<file path="src/design/plm_pkg.sv">
`timescale 1ns / 1ps

package plm_pkg;

    // Field widths
    localparam int SAMPLE_W = 16;
    localparam int TIME_W   = 32;
    localparam int HOLD_W   = 16;
    localparam int LEVEL_W  = 7;
    localparam int COUNT_W  = 2;

    // Shared multiply-add unit widths
    localparam int MAC_A_W = 22;
    localparam int MAC_B_W = 8;
    localparam int MAC_W   = MAC_A_W + MAC_B_W;
    localparam int ACC_W   = 22;

    localparam logic [LEVEL_W-1:0] LEVEL_MAX  = 7'd100;
    localparam logic [COUNT_W-1:0] COUNT_FULL = 2'd2;

    // Constant multiplier operands
    localparam logic [MAC_B_W-1:0] MUL_LEVEL_MAX = 8'd100;
    localparam logic [MAC_B_W-1:0] MUL_OLD       = 8'd7;
    localparam logic [MAC_B_W-1:0] MUL_NEW       = 8'd3;
    localparam logic [MAC_B_W-1:0] MUL_DECAY     = 8'd8;
    // x / 10 == (x * 205) >> 11 for x <= 1028
    localparam logic [MAC_B_W-1:0] MUL_RECIP10   = 8'd205;
    localparam int                 RECIP10_SHIFT = 11;

    localparam int                 FS_SHIFT   = 15;
    localparam logic [15:0]        FULL_SCALE = 16'd32767;

    // Input kinds
    localparam logic CMD_SAMPLE = 1'b0;
    localparam logic CMD_QUERY  = 1'b1;

    // Register indexes
    localparam logic REG_ENABLE = 1'b0;
    localparam logic REG_HOLD   = 1'b1;

    typedef enum logic [2:0] {
        ST_IDLE,
        ST_PEAK,
        ST_OLD,
        ST_NEW,
        ST_DECAY,
        ST_SCALE,
        ST_DONE
    } state_t;

    typedef struct packed {
        logic [MAC_A_W-1:0] a;
        logic [MAC_B_W-1:0] b;
        logic [ACC_W-1:0]   c;
    } mac_op_t;

    // x / 32767 for x < 2^22: x = q0*32767 + (lo + q0), one correction step
    function automatic logic [LEVEL_W-1:0] div_full_scale(input logic [ACC_W-1:0] x);
        logic [ACC_W-FS_SHIFT-1:0] q0;
        logic [15:0]               r;
        logic [LEVEL_W:0]          q;
        q0 = x[ACC_W-1:FS_SHIFT];
        r  = {1'b0, x[FS_SHIFT-1:0]} + 16'(q0);
        q  = {1'b0, q0} + ((r >= FULL_SCALE) ? 8'd1 : 8'd0);
        if (q > {1'b0, LEVEL_MAX}) begin
            q = {1'b0, LEVEL_MAX};
        end
        return q[LEVEL_W-1:0];
    endfunction

endpackage

</file>
<file path="src/design/mic_peak_level_meter.sv">
`timescale 1ns / 1ps

// Microphone peak level meter. Sample transfers (tuser = 0) fold the sample
// magnitude into a running peak. Query transfers (tuser = 1) return one
// result: 0 when disabled, the held level when less than hold_ms has passed
// since the last refresh (both posted to the output register on acceptance),
// otherwise a refreshed level. A refresh runs on one shared multiply-add unit
// and takes five steps with at least two samples (peak*100, old*7, +fresh*3,
// *205, write) or three for a decay (old*8, *205, write) before it posts its
// result; the block then returns to idle, ready for the next input transfer.
// The input side stays not ready while a refresh runs; a query also waits for
// the output register to be free, samples do not.
module mic_peak_level_meter (
    input  logic        aclk,
    input  logic        aresetn,
    // input stream
    input  logic        s_tvalid,
    output logic        s_tready,
    input  logic [47:0] s_tdata,   // [15:0] sample, [47:16] now_ms
    input  logic        s_tuser,   // [0] cmd
    // result stream
    output logic        m_tvalid,
    input  logic        m_tready,
    output logic [7:0]  m_tdata,   // [6:0] level, [7] zero
    output logic        m_tuser,   // [0] refreshed
    // configuration writes
    input  logic        cfg_valid,
    output logic        cfg_ready,
    input  logic        cfg_index,
    input  logic [15:0] cfg_data
);
    import plm_pkg::*;

    state_t               state_reg, state_next;
    logic [SAMPLE_W-1:0]  peak_reg, peak_next;
    logic [COUNT_W-1:0]   count_reg, count_next;
    logic [LEVEL_W-1:0]   held_reg, held_next;
    logic [TIME_W-1:0]    last_reg, last_next;
    logic                 enable_reg;
    logic [HOLD_W-1:0]    hold_reg;
    logic [ACC_W-1:0]     acc_reg, acc_next;
    logic [LEVEL_W-1:0]   fresh_reg, fresh_next;
    logic [TIME_W-1:0]    now_reg, now_next;
    logic                 m_valid_reg, m_valid_next;
    logic [LEVEL_W-1:0]   out_level_reg, out_level_next;
    logic                 out_fresh_reg, out_fresh_next;

    mac_op_t              mac_op;
    logic [MAC_W-1:0]     mac_result;

    logic                 s_xfer;
    logic [SAMPLE_W-1:0]  in_sample;
    logic [TIME_W-1:0]    in_now;
    logic [SAMPLE_W-1:0]  mag;
    logic [TIME_W-1:0]    elapsed;
    logic [LEVEL_W-1:0]   new_level;

    plm_mac u_mac (
        .op     (mac_op),
        .result (mac_result)
    );

    assign in_sample = s_tdata[SAMPLE_W-1:0];
    assign in_now    = s_tdata[SAMPLE_W +: TIME_W];
    assign mag       = in_sample[SAMPLE_W-1] ? (~in_sample + 1'b1) : in_sample;
    assign elapsed   = in_now - last_reg;

    assign s_tready  = (state_reg == ST_IDLE) &&
                       (!m_valid_reg || m_tready || s_tuser == CMD_SAMPLE);
    assign s_xfer    = s_tvalid && s_tready;
    assign cfg_ready = 1'b1;

    assign m_tvalid  = m_valid_reg;
    assign m_tdata   = {1'b0, out_level_reg};
    assign m_tuser   = out_fresh_reg;

    // scaled accumulator holds (sum * 205); level is sum / 10
    always_comb begin
        new_level = acc_reg[RECIP10_SHIFT +: LEVEL_W];
        if (new_level > LEVEL_MAX) begin
            new_level = LEVEL_MAX;
        end
    end

    always_comb begin
        state_next     = state_reg;
        peak_next      = peak_reg;
        count_next     = count_reg;
        held_next      = held_reg;
        last_next      = last_reg;
        acc_next       = acc_reg;
        fresh_next     = fresh_reg;
        now_next       = now_reg;
        m_valid_next   = m_valid_reg;
        out_level_next = out_level_reg;
        out_fresh_next = out_fresh_reg;
        mac_op         = '0;

        if (m_valid_reg && m_tready) begin
            m_valid_next = 1'b0;
        end

        unique case (state_reg)
            ST_IDLE: begin
                if (s_xfer) begin
                    if (s_tuser == CMD_SAMPLE) begin
                        if (mag > peak_reg) begin
                            peak_next = mag;
                        end
                        if (count_reg != COUNT_FULL) begin
                            count_next = count_reg + 1'b1;
                        end
                    end else if (!enable_reg) begin
                        m_valid_next   = 1'b1;
                        out_level_next = '0;
                        out_fresh_next = 1'b0;
                    end else if (elapsed < TIME_W'(hold_reg)) begin
                        m_valid_next   = 1'b1;
                        out_level_next = held_reg;
                        out_fresh_next = 1'b0;
                    end else begin
                        now_next   = in_now;
                        state_next = (count_reg == COUNT_FULL) ? ST_PEAK : ST_DECAY;
                    end
                end
            end
            ST_PEAK: begin
                mac_op.a   = MAC_A_W'(peak_reg);
                mac_op.b   = MUL_LEVEL_MAX;
                acc_next   = mac_result[ACC_W-1:0];
                state_next = ST_OLD;
            end
            ST_OLD: begin
                fresh_next = div_full_scale(acc_reg);
                mac_op.a   = MAC_A_W'(held_reg);
                mac_op.b   = MUL_OLD;
                acc_next   = mac_result[ACC_W-1:0];
                state_next = ST_NEW;
            end
            ST_NEW: begin
                mac_op.a   = MAC_A_W'(fresh_reg);
                mac_op.b   = MUL_NEW;
                mac_op.c   = acc_reg;
                acc_next   = mac_result[ACC_W-1:0];
                state_next = ST_SCALE;
            end
            ST_DECAY: begin
                mac_op.a   = MAC_A_W'(held_reg);
                mac_op.b   = MUL_DECAY;
                acc_next   = mac_result[ACC_W-1:0];
                state_next = ST_SCALE;
            end
            ST_SCALE: begin
                mac_op.a   = MAC_A_W'(acc_reg);
                mac_op.b   = MUL_RECIP10;
                acc_next   = mac_result[ACC_W-1:0];
                state_next = ST_DONE;
            end
            ST_DONE: begin
                held_next      = new_level;
                last_next      = now_reg;
                peak_next      = '0;
                count_next     = '0;
                m_valid_next   = 1'b1;
                out_level_next = new_level;
                out_fresh_next = 1'b1;
                state_next     = ST_IDLE;
            end
            default: begin
                state_next = ST_IDLE;
            end
        endcase
    end

    always_ff @(posedge aclk) begin
        if (!aresetn) begin
            state_reg   <= ST_IDLE;
            peak_reg    <= '0;
            count_reg   <= '0;
            held_reg    <= '0;
            last_reg    <= '0;
            m_valid_reg <= 1'b0;
        end else begin
            state_reg   <= state_next;
            peak_reg    <= peak_next;
            count_reg   <= count_next;
            held_reg    <= held_next;
            last_reg    <= last_next;
            m_valid_reg <= m_valid_next;
        end
    end

    always_ff @(posedge aclk) begin
        if (!aresetn) begin
            enable_reg <= 1'b1;
            hold_reg   <= 16'd80;
        end else if (cfg_valid && cfg_ready) begin
            unique case (cfg_index)
                REG_ENABLE: enable_reg <= cfg_data[0];
                REG_HOLD:   hold_reg   <= cfg_data;
                default:    ;
            endcase
        end
    end

    always_ff @(posedge aclk) begin
        acc_reg       <= acc_next;
        fresh_reg     <= fresh_next;
        now_reg       <= now_next;
        out_level_reg <= out_level_next;
        out_fresh_reg <= out_fresh_next;
    end

    a_held_range: assert property (@(posedge aclk) disable iff (!aresetn)
        held_reg <= LEVEL_MAX)
        else $error("held level above full scale");

    a_count_sat: assert property (@(posedge aclk) disable iff (!aresetn)
        count_reg <= COUNT_FULL)
        else $error("sample count past saturation");

    a_peak_grows: assert property (@(posedge aclk) disable iff (!aresetn)
        (s_xfer && s_tuser == CMD_SAMPLE) |=> peak_reg >= $past(peak_reg))
        else $error("peak dropped on a sample");

    a_refresh_clears: assert property (@(posedge aclk) disable iff (!aresetn)
        (state_reg == ST_DONE) |=> (peak_reg == '0 && count_reg == '0 && m_valid_reg
                                    && out_fresh_reg))
        else $error("refresh did not clear peak and post result");

    a_busy_not_ready: assert property (@(posedge aclk) disable iff (!aresetn)
        (state_reg != ST_IDLE) |-> !s_tready)
        else $error("input accepted during refresh");

endmodule

</file>
<file path="src/design/plm_mac.sv">
`timescale 1ns / 1ps

module plm_mac (
    input  plm_pkg::mac_op_t               op,
    output logic [plm_pkg::MAC_W-1:0]      result
);
    import plm_pkg::*;

    assign result = (op.a * op.b) + MAC_W'(op.c);

endmodule

</file>
<file path="config.mk">
export PLATFORM = sky130hd
export DESIGN_NAME = mic_peak_level_meter
export DESIGN_NICKNAME = d
export VERILOG_FILES = /design/src/design/plm_pkg.sv /design/src/design/mic_peak_level_meter.sv /design/src/design/plm_mac.sv
export SDC_FILE = /design/constraint.sdc
export NUM_CORES = 1
export LEC_CHECK = 0
export ABC_AREA = 1
export BUFFER_PORTS_ARGS = -buffer_cell sky130_fd_sc_hd__buf_2
export CELL_PAD_IN_SITES_DETAIL_PLACEMENT = 1
export CELL_PAD_IN_SITES_GLOBAL_PLACEMENT = 2
export CORE_MARGIN = 3
export CORE_UTILIZATION = 40
export CTS_CLUSTER_DIAMETER = 40
export DETAILED_ROUTE_END_ITERATION = 10
export PLACE_DENSITY_LB_ADDON = 0.1
export SLEW_MARGIN = 5
export SYNTH_ARGS = -nofsm -noshare
export SYNTH_HDL_FRONTEND = slang
export SYNTH_SLANG_ARGS = --single-unit
</file>
<file path="constraint.sdc">
create_clock -name aclk -period 8.6 [get_ports aclk]
set_clock_uncertainty 0.1 [all_clocks]
set_input_delay 0.86 -clock aclk [delete_from_list [all_inputs] [get_ports aclk]]
set_output_delay 0.86 -clock aclk [all_outputs]
set_load 0.03 [all_outputs]
</file>
Word-level counts from Yosys, hierarchy flattened --
Index checks and enable logic that the tools add are counted.
Storage, ports and cells: register bits 147, bits of input ports 71, output and inout bits 12, logic and storage cells 97
Operators by class: $add $sub $neg 6, $mul 1, magnitude comparators 5, equality and inequality tests 16, multiplexer cells 35, bitwise gates (word level) 4, reduce and logical (&&, ||, !) cells 17
Operator list (number):
- case mux 30 bit (5 select lines) | 1
- two-way mux 16 bit | 4
- two-way mux 7 bit | 5
- less-than comparator 32 x 16 -> 1 bit | 1
- case mux 16 bit (2 select lines) | 1
- subtractor 32 bit | 1
- adder 22 bit | 1
- multiplier 22 x 8 -> 22 bit | 1
- two-way mux 22 bit | 1
- adder 15 x 7 -> 16 bit | 1
- adder 16 x 1 -> 16 bit (second input constant) | 1
- >= comparator 16 x 15 -> 1 bit (second input constant) | 1
- greater-than comparator 16 bit | 1
- inverter 16 bit | 1
- AND reduction 4 bit | 4
- two-way mux 3 bit | 5
- case mux 3 bit (5 select lines) | 1
- case mux 7 bit (2 select lines) | 1
- inequality test 2 bit (second input constant) | 6
- two-way mux 1 bit | 10
- == test 3 bit (second input constant) | 3
- adder 7 x 1 -> 8 bit | 1
- greater-than comparator 8 x 7 -> 1 bit (second input constant) | 1
- greater-than comparator 7 bit (second input constant) | 1
- other kinds (19) | 30

Depth between registers and ports, before layout --
depth after elaboration 8, mapped depth 28, mapped depth without buffers 27

Modules after synthesis --
Synthesis repeated with hierarchy kept, for this count alone.
Unflattened totals: cell total of the unflattened synthesis 2392, area, all modules 16703.5 µm²
Modules (own cells, without submodules):
- mic_peak_level_meter | times used 1, cells each 1351, area each 9808.2 µm², sequential area each 3633.5 µm²
- plm_mac | times used 1, cells each 1041, area each 6895.4 µm², sequential area each 0.0 µm²

Worst setup path after synthesis --
OpenSTA, ideal clock, no wires.
kind register to register, from reg state_reg[2], to reg acc_reg[18] (data pin), library setup time 0.260 ns, arrival 5.373 ns, data required time 8.240 ns, setup slack 2.867 ns, cell stages (with the launch flop) 24, buffers on the path 1, period minus slack after synthesis 5.733 ns, cell sequence dfxtp_1 > buf_2 > nor3_2 > a22oi_1 > nor3b_1 > or2_2 > fa_1 > inv_1 > fa_1 > inv_1 > fa_1 > fa_1 > inv_1 > ha_1 > nand2_1 > o21ai_0 > nand2_1 > o211ai_1 > a31oi_1 > o21ai_0 > nand2_1 > nor2_1 > nor2_1 > xor2_1
Between the ends: longest elaborated chain between the ends 4, elaborated cells on any way between the ends 9, those cells by class add/sub: 1; mul: 1; eq/ne: 5; mux: 2
Ends and longest elaborated chain:
- start: declaration | line mic_peak_level_meter.sv:34 | state_t state_reg, state_next;
- start signal: assignment | line mic_peak_level_meter.sv:184 | state_reg <= state_next;
- == test 3 bit (tied with other cells) | line mic_peak_level_meter.sv:103 | unique case (state_reg)
- case mux 30 bit (5 select lines) | line mic_peak_level_meter.sv:103
- multiplier 22 x 8 -> 22 bit | line plm_mac.sv:9 | assign result = (op.a * op.b) + MAC_W'(op.c);
- adder 22 bit * | line plm_mac.sv:9
- via mac_result[18] | line mic_peak_level_meter.sv:49 | logic [MAC_W-1:0] mac_result;
- end signal: assignment | line mic_peak_level_meter.sv:207 | acc_reg <= acc_next;
- end: declaration | line mic_peak_level_meter.sv:41 | logic [ACC_W-1:0] acc_reg, acc_next;
Mark *: on every way through the listed nets, which the timed path passes. The rest lies on a longest branch. A chain may end at the register's enable or synchronous reset.

Worst setup path after layout --
from reg state_reg[1], to reg acc_reg[18] (data pin)
Same word-level chain as after synthesis.

==> summary.txt <==
aggregate global-route resource usage -> 0.235
WS Path Type -> reg2reg
H-tree Lvls -> 4
most frequent cells in the layout -> inv_1 (394), nand2_1 (371), nor2_1 (149)
Peak supply drop -> 0.154 mV
RSZ-0062 raised after global routing -> no
FP Rows -> 66
Remaining Overflow, GRT -> 0
DR WL/cell -> 17.6 um
CTS tree -> done
Hold Path Sink -> last_reg[21]
Async SR Flop Fraction -> 0
layout cells sized above 1 -> 0.0757
Worst Min Path Start -> last_reg[21]
run status -> completed
Yosys top cell by area -> edfxtp_1
setup bufs post-CTS -> 0
antenna violations before repair -> 0
Post-CTS Hold Buffers -> 0
# DRC -> 0
worst reg2reg path startpoint -> state_reg[1]
Die ar. -> 36,100 sq um
final worst slack -> 2.10 ns
proportion of netlist area held by the largest area contributor -> 0.153
DRT iter0 DRCs -> 417
Synth Warn # -> 0
PortBufs -> 80
maximum clock rate -> 0.154 GHz
Max Cap Violations -> 0
vias per cell -> 4.94
DP HPWL -> 34,000 um
first-pass GRT wire length -> 65,900 um
post-route ant nets -> 0
Hold Crit Class -> reg2reg
Pwr Total -> 3380 uW
Synth cell types -> 45
worst path required time -> 8.69 ns
Gate Count Post-Synth -> 1,781
Worst-path clk slew -> 0.07 ns
Worst EP arrival -> 6.59 ns
cell depth of the worst hold path -> 2
Worst setup EP type -> flop
Synth area leaders -> edfxtp_1 (15%), fa_1 (15%), dfxtp_1 (12%)
core area -> 32,900 sq um
vias in the first global route -> 12,392
Root Buffer -> clkbuf_16
Worst Reg2Reg Path Length in Cells -> 23
EDFF count, synth -> 69
Num Clock Sinks -> 147
routed vias -> 11,467
CTS max path bufs -> 2
Initial DRT Pass Iterations -> 4
fin cells -> 2,319
worst-path maximum fanout -> 16
Synth Area per Inst -> 7.60 sq um
flop2flop setup slack -> 2.10 ns
Placed Cells incl. Taps -> 2,287
final setup violation count -> 0
final worst-path cycle share -> 0.756
Die Y -> 190 um
Resize count post-CTS -> 0
fin nets -> 2,157
Mapped Area -> 13,500 sq um
PwrDens -> 225 nW/um^2
Yosys reg bits -> 147
LEAKAGE -> 0.00730 uW
I/O pins -> 83
Die X -> 190 um
most common cell after layout, fill and taps aside -> inv_1
TritonCTS Buffers -> 17
Tmin final -> 6.50 ns
Diodes inserted -> 0
Initial Util -> 0.411
Seq/Total Area, Yosys -> 0.269
final slew viol count -> 0
largest net degree at the start of global routing -> 85
Final Hold Viols -> 0
Slew @ Worst Pin -> 1.05 ns
WL final -> 40,800 um
Rel. slew slack -> 0.296
worst skew pair latency -> 0.45 ns
CP Launch Type -> flop
setup TNS -> 0 ns
reg2reg end -> acc_reg[18]
Synth-to-Final Area Change -> 11.2%
post-place setup slack -> 2.19 ns
Core Util, Final -> 0.456
Placer Congestion -> 0.872
Main synth FF type -> dfxtp_1
where the power goes:
| part | switching [uW] | internal (uW) | total (uW) | leakage [uW] |
|---|---|---|---|---|
| Sequential | 164 | 949 | 1110 | 0.00128 |
| Combinational | 974 | 483 | 1460 | 0.00572 |
| Clock | 335 | 475 | 810 | 0.000298 |
metal layers:
metal,track usage,wire length [um],up-vias
li1,-,-,5738
met1,0.294,18300,5579
met2,0.429,21000,119
met3,0.0276,828,31
met4,0.0574,746,0
met5,0,0,-
worst max-delay path, stage by stage, from the launching register on:
cell	delay (ns)
dfxtp_1	0.44
inv_1	0.12
nor3_2	0.80
a22oi_1	0.26
nor3b_1	0.27
or2_2	0.31
fa_1	0.51
inv_1	0.06
fa_1	0.49
inv_1	0.05
fa_1	0.47
fa_1	0.55
inv_1	0.06
ha_1	0.34
nand2_1	0.11
o21ai_0	0.28
nand2_1	0.09
o211ai_1	0.11
a31oi_1	0.10
o21ai_0	0.29
nand2_1	0.12
nor2_1	0.11
nor2_1	0.06
xor2_1	0.14
synthesized netlist by cell type, types with 9 or more instances:
| cell | n |
|---|---|
| clkbuf_1 | 22 |
| a21oi_1 | 131 |
| ha_1 | 121 |
| xnor2_1 | 19 |
| dfxtp_1 | 78 |
| a211oi_1 | 23 |
| nand3_1 | 48 |
| nor3_1 | 22 |
| fa_1 | 101 |
| nand2_1 | 371 |
| or2_2 | 9 |
| o21ai_0 | 84 |
| nand4_1 | 19 |
| xor2_1 | 43 |
| edfxtp_1 | 69 |
| nor2_1 | 150 |
| inv_1 | 394 |
worst max-delay path by stage:
stage / startpoint / to / slack [ns] / cells past startpoint
2_1_floorplan: state_reg[2] / acc_reg[18] / 2.87 / 23
3_3_place_gp: state_reg[1] / acc_reg[18] / 2.38 / 23
3_5_place_dp: state_reg[1] / acc_reg[18] / 2.19 / 23
4_1_cts: state_reg[1] / acc_reg[18] / 2.05 / 23
5_1_grt: state_reg[1] / acc_reg[18] / 1.63 / 23
6_report: state_reg[1] / acc_reg[18] / 2.10 / 23
final cells by class:
class	instances	area (sq um)
Fill cell	4091	17900
Multi-Input combinational cell	1211	8300
Sequential cell	147	3630
Inverter	403	1510
Tap cell	442	553
Clock buffer	20	458
Timing Repair Buffer	84	430
Clock inverter	12	151
cell families after synthesis:
| group | share of synthesized area |
|---|---|
| AOI/OAI and AO/OA | 0.108 |
| xor gates and xnor gates | 0.0413 |
| and+or+nand+nor | 0.198 |
| adders and majority gates | 0.261 |
| buffers and inverters | 0.122 |
| other | 0.000555 |
| DFF | 0.269 |
stage by stage:
stage	area, sq um	hold WS [ns]
6_report	15000	0.356
4_1_cts	15000	0.361
3_5_place_dp	14400	0.351
2_1_floorplan	13600	0.333
3_3_place_gp	14400	0.344
5_1_grt	15000	0.385
No activity file was read; power rests on OpenSTA's default activity.
